===== src/rtl/itoa_pkg.sv =====
// Shared types, constants and the control program of the radix-to-ASCII converter.
package itoa_pkg;

    // Digit and character types.
    typedef logic [5:0] t_digit;
    typedef logic [6:0] t_char;

    localparam t_digit RADIX_MIN  = 6'd2;
    localparam t_digit RADIX_MAX  = 6'd36;
    localparam t_digit RADIX_DEC  = 6'd10;
    localparam t_digit DIGIT_NINE = 6'd9;

    localparam t_char CHAR_ZERO  = 7'h30;
    localparam t_char CHAR_SEVEN = 7'h37;
    localparam t_char CHAR_MINUS = 7'h2D;

    // Program counter and step addresses.
    typedef logic [2:0] t_pc;

    localparam t_pc STEP_IDLE     = 3'd0;
    localparam t_pc STEP_DIV_INIT = 3'd1;
    localparam t_pc STEP_DIV_BIT  = 3'd2;
    localparam t_pc STEP_PUSH     = 3'd3;
    localparam t_pc STEP_SIGN_CHK = 3'd4;
    localparam t_pc STEP_SIGN     = 3'd5;
    localparam t_pc STEP_EMIT     = 3'd6;
    localparam t_pc STEP_DONE     = 3'd7;

    // What a step waits for before it executes.
    typedef enum logic [1:0] {
        WAIT_NONE,
        WAIT_IN,
        WAIT_OUT
    } t_wait;

    // Branch conditions; when false the counter simply advances.
    typedef enum logic [2:0] {
        BR_NEVER,
        BR_ALWAYS,
        BR_DIV_MORE,
        BR_MORE_DIGITS,
        BR_NO_SIGN,
        BR_NOT_LAST
    } t_branch;

    // One control word of the program.
    typedef struct packed {
        t_wait   wait_on;
        t_branch branch;
        t_pc     target;
        logic    accept;
        logic    div_init;
        logic    div_step;
        logic    push;
        logic    emit_sign;
        logic    emit_digit;
    } t_uop;

    // Datapath status seen by the sequencer.
    typedef struct packed {
        logic in_valid;
        logic out_free;
        logic div_more;
        logic more_digits;
        logic no_sign;
        logic not_last;
    } t_status;

    // Strobes from the sequencer to the datapath.
    typedef struct packed {
        logic in_ready;
        logic accept;
        logic div_init;
        logic div_step;
        logic push;
        logic emit_sign;
        logic emit_digit;
    } t_ctrl;

    // The control program, one word per step.
    function automatic t_uop rom_word(input t_pc pc);
        t_uop w;
        w = '{wait_on: WAIT_NONE, branch: BR_NEVER, target: STEP_IDLE, default: 1'b0};
        case (pc)
            STEP_IDLE: begin
                w.wait_on = WAIT_IN;
                w.accept  = 1'b1;
            end
            STEP_DIV_INIT: begin
                w.div_init = 1'b1;
            end
            STEP_DIV_BIT: begin
                w.div_step = 1'b1;
                w.branch   = BR_DIV_MORE;
                w.target   = STEP_DIV_BIT;
            end
            STEP_PUSH: begin
                w.push   = 1'b1;
                w.branch = BR_MORE_DIGITS;
                w.target = STEP_DIV_INIT;
            end
            STEP_SIGN_CHK: begin
                w.branch = BR_NO_SIGN;
                w.target = STEP_EMIT;
            end
            STEP_SIGN: begin
                w.wait_on   = WAIT_OUT;
                w.emit_sign = 1'b1;
            end
            STEP_EMIT: begin
                w.wait_on    = WAIT_OUT;
                w.emit_digit = 1'b1;
                w.branch     = BR_NOT_LAST;
                w.target     = STEP_EMIT;
            end
            STEP_DONE: begin
                w.branch = BR_ALWAYS;
                w.target = STEP_IDLE;
            end
            default: begin
                w.branch = BR_ALWAYS;
                w.target = STEP_IDLE;
            end
        endcase
        return w;
    endfunction

    // ASCII code of one digit value.
    function automatic t_char digit_char(input t_digit d);
        if (d > DIGIT_NINE) begin
            return CHAR_SEVEN + {1'b0, d};
        end
        return CHAR_ZERO + {1'b0, d};
    endfunction

endpackage


===== src/rtl/itoa_seq.sv =====
// Microcode sequencer: step counter, program table and branch logic.
module itoa_seq (
    input  logic             i_clk,
    input  logic             i_rst_n,
    input  itoa_pkg::t_status i_status,
    output itoa_pkg::t_ctrl   o_ctrl
);
    import itoa_pkg::*;

    t_pc  r_pc;
    t_pc  n_pc;
    t_uop uop;
    logic go;
    logic taken;

    // Step counter.
    always_ff @(posedge i_clk) begin
        if (!i_rst_n) begin
            r_pc <= STEP_IDLE;
        end else begin
            r_pc <= n_pc;
        end
    end

    // Decode the current word, resolve the wait and the branch.
    always_comb begin
        uop = rom_word(r_pc);
        case (uop.wait_on)
            WAIT_NONE: go = 1'b1;
            WAIT_IN:   go = i_status.in_valid;
            WAIT_OUT:  go = i_status.out_free;
            default:   go = 1'b0;
        endcase
        case (uop.branch)
            BR_NEVER:       taken = 1'b0;
            BR_ALWAYS:      taken = 1'b1;
            BR_DIV_MORE:    taken = i_status.div_more;
            BR_MORE_DIGITS: taken = i_status.more_digits;
            BR_NO_SIGN:     taken = i_status.no_sign;
            BR_NOT_LAST:    taken = i_status.not_last;
            default:        taken = 1'b0;
        endcase
        if (!go) begin
            n_pc = r_pc;
        end else if (taken) begin
            n_pc = uop.target;
        end else begin
            n_pc = r_pc + t_pc'(1);
        end
        o_ctrl.in_ready   = (uop.wait_on == WAIT_IN);
        o_ctrl.accept     = uop.accept & go;
        o_ctrl.div_init   = uop.div_init & go;
        o_ctrl.div_step   = uop.div_step & go;
        o_ctrl.push       = uop.push & go;
        o_ctrl.emit_sign  = uop.emit_sign & go;
        o_ctrl.emit_digit = uop.emit_digit & go;
    end

endmodule


===== src/rtl/integer_to_radix_ascii.sv =====
// Top level: signed integer to ASCII digits in a radix from 2 to 36.
//
//   Channel | Direction | Handshake          | Payload
//   input   | in        | i_valid / o_ready  | i_value, i_radix
//   output  | out       | o_valid / i_ready  | o_char_code, o_last_char
//
// Digits are produced by the bit-serial restoring divider, which yields one
// quotient bit per cycle.
// Digits are stacked least significant first and popped most significant first.
// Reset returns the sequencer to its idle step and empties the output register.
// A stalled output holds the sequencer in its sign or emit step; a new item is taken
// only once the previous string has been handed to the output register.
module integer_to_radix_ascii #(
    parameter int VALUE_WIDTH = 32
) (
    input  logic                          i_clk,
    input  logic                          i_rst_n,
    input  logic                          i_valid,
    output logic                          o_ready,
    input  logic signed [VALUE_WIDTH-1:0] i_value,
    input  itoa_pkg::t_digit              i_radix,
    output logic                          o_valid,
    input  logic                          i_ready,
    output itoa_pkg::t_char               o_char_code,
    output logic                          o_last_char
);
    import itoa_pkg::*;

    localparam int DIGIT_W = $bits(t_digit);
    localparam int STACK_W = VALUE_WIDTH * DIGIT_W;
    localparam int BIT_W   = $clog2(VALUE_WIDTH);
    localparam int NDIG_W  = $clog2(VALUE_WIDTH + 1);
    localparam logic [BIT_W-1:0]  BIT_LAST = BIT_W'(VALUE_WIDTH - 1);
    localparam logic [NDIG_W-1:0] DIG_LAST = NDIG_W'(VALUE_WIDTH - 1);
    localparam logic [NDIG_W-1:0] DIG_ONE  = NDIG_W'(1);

    t_ctrl   ctrl;
    t_status status;

    logic [VALUE_WIDTH-1:0] r_mag;
    t_digit                 r_radix;
    t_digit                 r_rem;
    logic [BIT_W-1:0]       r_bitcnt;
    logic [NDIG_W-1:0]      r_ndig;
    logic [STACK_W-1:0]     r_stack;
    logic                   r_minus;
    logic                   r_out_valid;
    t_char                  r_out_char;
    logic                   r_out_last;

    t_digit                 radix_sat;
    logic                   put_minus;
    logic [DIGIT_W:0]       rem_sh;
    logic                   rem_ge;
    logic                   out_free;

    itoa_seq u_seq (
        .i_clk    (i_clk),
        .i_rst_n  (i_rst_n),
        .i_status (status),
        .o_ctrl   (ctrl)
    );

    // Input decode and one step of the restoring divider.
    always_comb begin
        if (i_radix < RADIX_MIN) begin
            radix_sat = RADIX_MIN;
        end else if (i_radix > RADIX_MAX) begin
            radix_sat = RADIX_MAX;
        end else begin
            radix_sat = i_radix;
        end
        put_minus = i_value[VALUE_WIDTH-1] && (radix_sat == RADIX_DEC);
        rem_sh    = {r_rem, r_mag[VALUE_WIDTH-1]};
        rem_ge    = (rem_sh >= {1'b0, r_radix});
        out_free  = !r_out_valid || i_ready;
    end

    // Status for the sequencer.
    always_comb begin
        status.in_valid    = i_valid;
        status.out_free    = out_free;
        status.div_more    = (r_bitcnt != BIT_LAST);
        status.more_digits = (r_mag != '0) && (r_ndig < DIG_LAST);
        status.no_sign     = !r_minus;
        status.not_last    = (r_ndig != DIG_ONE);
    end

    // Magnitude, divider and digit stack.
    always_ff @(posedge i_clk) begin
        if (ctrl.accept) begin
            r_radix <= radix_sat;
            r_minus <= put_minus;
            r_mag   <= put_minus ? (~i_value + 1'b1) : i_value;
        end
        if (ctrl.div_init) begin
            r_rem    <= '0;
            r_bitcnt <= '0;
        end
        if (ctrl.div_step) begin
            r_rem    <= rem_ge ? DIGIT_W'(rem_sh - {1'b0, r_radix}) : DIGIT_W'(rem_sh);
            r_mag    <= {r_mag[VALUE_WIDTH-2:0], rem_ge};
            r_bitcnt <= r_bitcnt + 1'b1;
        end
        if (ctrl.push) begin
            r_stack <= {r_stack[STACK_W-DIGIT_W-1:0], r_rem};
        end else if (ctrl.emit_digit) begin
            r_stack <= {DIGIT_W'(0), r_stack[STACK_W-1:DIGIT_W]};
        end
    end

    // Digit count, cleared at the start of each item.
    always_ff @(posedge i_clk) begin
        if (!i_rst_n) begin
            r_ndig <= '0;
        end else if (ctrl.accept) begin
            r_ndig <= '0;
        end else if (ctrl.push) begin
            r_ndig <= r_ndig + 1'b1;
        end else if (ctrl.emit_digit) begin
            r_ndig <= r_ndig - 1'b1;
        end
    end

    // Output register: a character waits here until its transfer.
    always_ff @(posedge i_clk) begin
        if (!i_rst_n) begin
            r_out_valid <= 1'b0;
        end else if (ctrl.emit_sign || ctrl.emit_digit) begin
            r_out_valid <= 1'b1;
        end else if (i_ready) begin
            r_out_valid <= 1'b0;
        end
    end

    always_ff @(posedge i_clk) begin
        if (ctrl.emit_sign) begin
            r_out_char <= CHAR_MINUS;
            r_out_last <= 1'b0;
        end else if (ctrl.emit_digit) begin
            r_out_char <= digit_char(r_stack[DIGIT_W-1:0]);
            r_out_last <= (r_ndig == DIG_ONE);
        end
    end

    assign o_ready     = ctrl.in_ready;
    assign o_valid     = r_out_valid;
    assign o_char_code = r_out_char;
    assign o_last_char = r_out_last;

    // A digit is only popped from a non-empty stack.
    a_pop_nonempty: assert property (@(posedge i_clk) disable iff (!i_rst_n)
        ctrl.emit_digit |-> (r_ndig != '0))
        else $error("digit popped from an empty stack");

    // The stack never takes more digits than it holds.
    a_push_room: assert property (@(posedge i_clk) disable iff (!i_rst_n)
        ctrl.push |-> (r_ndig < NDIG_W'(VALUE_WIDTH)))
        else $error("digit stack overflow");

    // The partial remainder stays below the radix after every divider step.
    a_rem_range: assert property (@(posedge i_clk) disable iff (!i_rst_n)
        ctrl.div_step |=> (r_rem < r_radix))
        else $error("divider remainder out of range");

    // A character is loaded only when the output register is free.
    a_out_free: assert property (@(posedge i_clk) disable iff (!i_rst_n)
        (ctrl.emit_sign || ctrl.emit_digit) |-> (!r_out_valid || i_ready))
        else $error("output register overwritten before its transfer");

endmodule


===== config.mk =====
export PLATFORM = sky130hd
export DESIGN_NAME = integer_to_radix_ascii
export DESIGN_NICKNAME = d
export VERILOG_FILES = /design/src/rtl/itoa_pkg.sv /design/src/rtl/itoa_seq.sv /design/src/rtl/integer_to_radix_ascii.sv
export SDC_FILE = /design/constraint.sdc
export NUM_CORES = 1
export LEC_CHECK = 0
export CELL_PAD_IN_SITES_DETAIL_PLACEMENT = 0
export CELL_PAD_IN_SITES_GLOBAL_PLACEMENT = 1
export CORE_MARGIN = 3
export CORE_UTILIZATION = 50
export DETAILED_ROUTE_END_ITERATION = 7
export DONT_BUFFER_PORTS = 1
export PLACE_DENSITY_LB_ADDON = 0.05
export SYNTH_ARGS = -nofsm -noshare
export SYNTH_HDL_FRONTEND = slang
export SYNTH_SLANG_ARGS = --single-unit

===== constraint.sdc =====
create_clock -name i_clk -period 9 [get_ports i_clk]
set_clock_uncertainty 0.2 [all_clocks]
set_input_delay 0.45 -clock i_clk [delete_from_list [all_inputs] [get_ports i_clk]]
set_output_delay 0.45 -clock i_clk [all_outputs]
set_load 0.01 [all_outputs]

# After elaboration in Yosys (flattened, before gate mapping)
# Cells that the tools add are included.
totals:
  reg_bits: 260
  inputBits: 42
  out_inout_bits: 10
  wordCells: 97
op_classes:
  add_sub_neg: 8
  magnitude_cmp: 5
  eq_ne: 18
  muxes: 32
  n_bitwise: 8
  n_reduce_logical: 15
ops:
  columns: ["operator", "n"]
  rows:
  - ["2-to-1 mux 192 bit", 2]
  - ["2-to-1 mux 32 bit", 3]
  - ["2-to-1 mux 6 bit", 7]
  - ["adder 32 x 1 -> 32 bit (second input constant)", 1]
  - ["inverter 32 bit", 1]
  - ["nonzero test 32 bit", 1]
  - ["case mux 6 bit (5 select lines)", 1]
  - ["== test 3 bit (second input constant)", 6]
  - ["adder 6 x 6 -> 7 bit (first input constant)", 2]
  - ["2-to-1 mux 7 bit", 2]
  - ["== test 3 x 2 -> 1 bit (second input constant)", 4]
  - ["2-to-1 mux 1 bit", 11]
  - ["2-to-1 mux 5 bit", 2]
  - ["nonzero test 2 bit", 4]
  - [">= comparator 7 x 6 -> 1 bit", 1]
  - ["adder 6 x 1 -> 6 bit (second input constant)", 1]
  - ["AND 1 bit", 6]
  - ["== test 3 x 1 -> 1 bit (second input constant)", 2]
  - ["== test 6 x 1 -> 1 bit (second input constant)", 1]
  - ["== test 6 x 4 -> 1 bit (second input constant)", 1]
  - ["greater-than comparator 6 x 4 -> 1 bit (second input constant)", 1]
  - ["greater-than comparator 6 bit (second input constant)", 1]
  - ["less-than comparator 6 x 2 -> 1 bit (second input constant)", 1]
  - ["less-than comparator 6 x 5 -> 1 bit (second input constant)", 1]
  - ["19 further kinds", 23]

# Longest topological paths before layout
logic_depth:
  depth_word: 9
  depth_mapped: 9
  ltp_nobuf: 9

# Modules after synthesis
# Synthesis repeated with hierarchy kept, for this count alone.
unflattened:
  hier_cells: 884
  area_unflattened_um2: 12489.5
by_module_without_submodules:
  columns: ["module", "instances", "cells_each", "area_per_inst_um2", "seq_area_each_um2"]
  rows:
  - ["integer_to_radix_ascii", 1, 824, 12011.5, 7567.3]
  - ["itoa_seq", 1, 60, 478.0, 60.1]

# Least setup slack after synthesis
# No wires, ideal clock.
synth_path:
  kind: "register -> register"
  startpoint: "reg u_seq.r_pc[1]"
  endpoint: "reg r_stack[0] (enable)"
  setup_ns: 1.549
  arrival_ns: 4.612
  t_required_ns: 7.251
  setup_slack_ns: 2.639
  path_stages_with_launch: 6
  n_path_buf: 0
  synth_period_minus_slack_ns: 6.361
  cell_sequence: "dfxtp_1 inv_1 ha_1 or3b_2 o211ai_1 nand2_1"
synth_via:
  elab_chain_cells: 7
  word_cells_on_any_way: 15
  cone_classes: "eq/ne: 5; mux: 4; bitwise: 2; reduce/logical: 4"
synth_rtl:
  columns: ["element", "line", "text"]
  rows:
  - ["from (decl)", "itoa_seq.sv:10", "t_pc r_pc;"]
  - ["from (signal assigned)", "itoa_seq.sv:21", "r_pc <= n_pc;"]
  - ["== test 3 bit", "itoa_pkg.sv:84", "case (pc)"]
  - ["OR reduction 2 bit (no source line)", null, null]
  - ["case mux 2 bit (2 select lines)", "itoa_pkg.sv:84", null]
  - ["== test 2 bit (tied with other cells)", "itoa_seq.sv:28", "case (uop.wait_on)"]
  - ["case mux 1 bit (3 select lines)", "itoa_seq.sv:28", null]
  - ["AND 1 bit (on tied branches)", "itoa_seq.sv:56, itoa_seq.sv:54", null]
  - ["nonzero test 2 bit (no source line) *", null, null]
  - ["to (signal assigned)", "integer_to_radix_ascii.sv:106", "r_stack <= {r_stack[STACK_W-DIGIT_W-1:0], r_rem};"]
  - ["to (signal assigned)", "integer_to_radix_ascii.sv:108", "r_stack <= {DIGIT_W'(0), r_stack[STACK_W-1:DIGIT_W]};"]
  - ["to (decl)", "integer_to_radix_ascii.sv:45", "logic [STACK_W-1:0] r_stack;"]
# Every way passes the cells marked *; elsewhere a longest branch is shown, timed or not.
# A chain may end at the register's enable or synchronous reset.

# Worst setup path in the final report
layout_path:
  startpoint: "reg u_seq.r_pc[0]"
  endpoint: "reg r_stack[178] (data pin)"
layout_via:
  elab_chain_cells: 7
  word_cells_on_any_way: 13
  cone_classes: "eq/ne: 5; mux: 4; bitwise: 1; reduce/logical: 3"
layout_rtl:
  columns: ["element", "line", "text"]
  rows:
  - ["== test 3 bit", "itoa_pkg.sv:84", null]
  - ["OR reduction 2 bit (no source line)", null, null]
  - ["case mux 2 bit (2 select lines)", "itoa_pkg.sv:84", null]
  - ["== test 2 bit (tied with other cells)", "itoa_seq.sv:28", null]
  - ["case mux 1 bit (3 select lines)", "itoa_seq.sv:28", null]
  - ["AND 1 bit *", "itoa_seq.sv:54", "o_ctrl.push = uop.push & go;"]
  - ["2-to-1 mux 192 bit *", "integer_to_radix_ascii.sv:105", "if (ctrl.push) begin"]
# Marks and branches as above.

==> summary by stage <==
Outcome
The run finished with clean final reports.

Routing
The detail route stage leaves a number of antenna-violating nets equal to 0. The first-pass iteration count of the detailed router is 5. The total routed wirelength is 24300 um. In the routed layout, each cell is associated on average with a via count of 5.27. The final routed wire length divided by cell count is 15.0 um. In this run, the number of DRC markers left after iteration 0 of detailed routing was 729. The final route contains 8547 vias. After detailed routing, the number of remaining DRC violations is 0.

Synthesis
In this run the cell area of the synthesized design comes to 0.0124 sq mm. During synthesis, Yosys emitted a total of 0 warnings. The combinational family with the most area after synthesis is simple AND/OR/NAND/NOR gates. Synthesis produced a netlist with a net count of ~1300. Ranked by total cell area, the synthesized netlist is headed by edfxtp_1, nand2_1, dfxtp_1.

The fraction of the mapped netlist area in adder cells is 2.29%. The area fraction in compound gates after synthesis is around 6.2%. Synthesis produced 1269 cells. Each instance of the synthesized netlist takes up on average 9.75 sq um. The portion of synthesized area spent on multiplexers is less than 1%. The area share of xor/xnor cells in the synthesized design is 2.90%. The biggest area contributor in the post-synthesis netlist is edfxtp_1. The register area share after synthesis is 61.7%. The count of distinct cell types in the synthesized netlist is 51.

Of the post-synthesis cell area, the dominant cell type holds between 50% and 60%. The flip-flop cell with the highest count after synthesis is edfxtp_1. The async set-or-reset flop fraction in the synthesized netlist is 0%. After Yosys synthesis, and, or, nand and nor cells account for 24.2% of the synthesized area. Counting flops and latches in the post-synthesis netlist gives 260.

The number of enable flip-flop cells after synthesis is roughly 240.

Timing
The tightest hold margin is 0.0154 ns. The final worst-path cycle share is 43.7%. The relative slew slack is 27.7%. The slew of the pin with the lowest slew margin is 1.08 ns. Adding up every negative setup slack in the final design gives 0 ns. Setup violations remaining at the end of the flow were counted as 0.

The final-report max-slew violation count is 0. Derived from the worst setup path, the maximum achievable clock frequency is 254 MHz. The clock period minus final worst setup slack is 3.94 ns.

The final count of hold timing violations is 0. Setup repair after global routing left no endpoint under its margin.

Critical path
The type of element launching the critical path is a register. STA classifies the critical path endpoint as a register. The worst path required time is 9.20 ns.

The critical-path maximum fanout is roughly 110. The worst setup path category is register to register. At the worst endpoint, the arrival time is 4.14 ns.

Clock tree
Clock latency on the worst-skew pair, taken at its later pin, is 0.54 ns. The clock passes through at most 3 buffers. The buffer cell driving the clock tree root is clkbuf_16. The number of H-tree branching levels is 1. The clock buffer count from CTS is 29. The number of post-CTS setup repair buffers is 0. The number of sinks on the clock net is 260. The TritonCTS clock tree is yes.

After clock tree synthesis, the clock-pin slew on the worst setup and hold paths is 0.06 ns.

Placement
The final HPWL from detailed placement is 14800 um. The final RePlAce weighted congestion is between 0.8 and 0.9. Once placement completed, the tool counted placed cells totaling 1537. The number of port buffers is 0. Once placement finished, the instance area stood at 0.0126 sq mm.

Global routing
The largest net degree at the start of global routing is approximately 110. The number of antenna violations at the first check in global routing is 0. Across every metal layer, demand over resource in global routing totals 18.3%. The first global-routing pass estimated between 40000 and 50000 um of wire. Global routing finished with a remaining overflow of 0. The number of global-route vias before repair is ~8000.

Finish
The final-layout fill cell count is 2182. The relative area change from synthesis to final layout is 12.5%. The finished layout holds roughly 1600 standard cells, fillers aside. The design area is 0.0139 sq mm.

After the last flow step, the layout net total stands at 1346. The leading cell type in the layout, fill and taps excluded is nand2_1. The number of diodes added for antenna fixing is 0.

Cells fill 58.2% of the core in the end. The proportion of layout cells with a drive suffix above 1 is under 10%. The library cells used most frequently in the layout, excluding fill and tap cells, are nand2_1, edfxtp_1, o21ai_0.

Floorplan
The die covers 0.0267 sq mm. The die is 163 um tall. The initial utilization of the core area, before any placement, comes to 51.8%. The site row count is 56.

The floorplan step defined a core boundary enclosing 0.0239 sq mm. 52 I/O pins were placed. The die span in x is 163 um.

Pwr
Power spread over the standard cell area amounts to 244 mW/mm^2. The static leakage is 5.45 nW. VDD sags by at most roughly 0.15 mV.

Job
Across the run, the number of max-cap violations was 0.

Hold path
The class of the tightest hold or removal check is primary input to register.
[final timing paths]
path                         startpoint                endpoint  slack, ns  depth (start not counted)
max          u_seq.r_pc[0]$_SDFFE_PN0N_  r_stack[178]$_DFFE_PP_       5.06                          8
min                          i_value[9]      r_mag[9]$_DFFE_PP_       0.02                          2
max reg2reg  u_seq.r_pc[0]$_SDFFE_PN0N_  r_stack[178]$_DFFE_PP_       5.06                          8
min reg2reg  r_stack[191]$_SDFFCE_PN0P_  r_stack[185]$_DFFE_PP_       0.31                          2
[final cells by class]
| cell class | count | area [sq um] | area share, % |
|---|---|---|---|
| Clock buffer | 40 | 827 | 5.94 |
| Tap cell | 319 | 399 | 2.87 |
| Clock inverter | 13 | 124 | 0.890 |
| Timing Repair Buffer | 42 | 398 | 2.86 |
| Sequential cell | 260 | 7630 | 54.8 |
| Inverter | 27 | 101 | 0.728 |
| Multi-Input combinational cell | 922 | 4440 | 31.9 |
[report_power, final]
group / internal [mW] / switching (mW) / leakage (nW) / total, mW
clock: 0.697 / 0.473 / 0.472 / 1.17
combinational: 0.195 / 0.333 / 2.61 / 0.528
sequential: 1.58 / 0.117 / 2.36 / 1.69
[state kept, by name (all words and copies together) (netlist names)]
| register | flops |
|---|---|
| u_seq.r_pc | 3 |
| r_mag | 32 |
| r_bitcnt | 5 |
| r_minus | 1 |
| r_radix | 6 |
| r_stack | 192 |
| o_char_code | 7 |
| o_last_char | 1 |
| r_ndig | 6 |
| o_valid | 1 |
| r_rem | 6 |
[worst max-delay path, stage by stage, from the launching register on]
cell and delay [ns]:
dfxtp_1 0.39, inv_1 0.17, ha_1 0.31, or3b_2 0.53
o211ai_1 0.19, buf_4 0.73, buf_4 0.95, nand2_1 0.15
nand2_1 0.11
[layer usage]
metal / global-route usage (%) / vias to the layer above / routed length, um
met3: 3.60 / 24 / 1200
li1: - / 4317 / -
met2: 28.7 / 145 / 10900
met1: 26.8 / 4061 / 11900
met5: 0 / - / 0
met4: 3.81 / 0 / 300
[cells by family after synthesis]
logic type	Yosys count
flops	260
compound gates	128
xor+xnor	41
mux	1
fa+ha+maj	22
buf+inv	87
simple gates	730
[per-stage QoR]
stage          power, mW  setup WS [ns]
6_report            3.39           5.06
3_3_place_gp        2.22           5.11
2_1_floorplan       2.10           2.64
5_1_grt             3.59           4.72
3_5_place_dp        2.24           5.09
4_1_cts             3.43           5.06
[cells in the mapped netlist, drive strengths merged, types with 3 or more instances]
cell,instances
a21o,4
and3,3
xor2,17
o31ai,8
clkbuf,57
edfxtp,242
and2,11
nor3,11
ha,21
buf,3
o21ai,55
nor2b,5
nand2b,7
or3,5
nand3,19
inv,27
o21a,4
nand2,605
nor2,33
nand4,7
a31oi,7
o41ai,4
o211ai,4
a21oi,28
xnor2,24
dfxtp,18
nor4,15
[repair_timing]
item	4_1_cts	5_1_grt
hold endpoints to repair	40	0
resized for setup	0	0
hold buffers	33	0
Note: power is estimated with default switching activity, not from simulation.
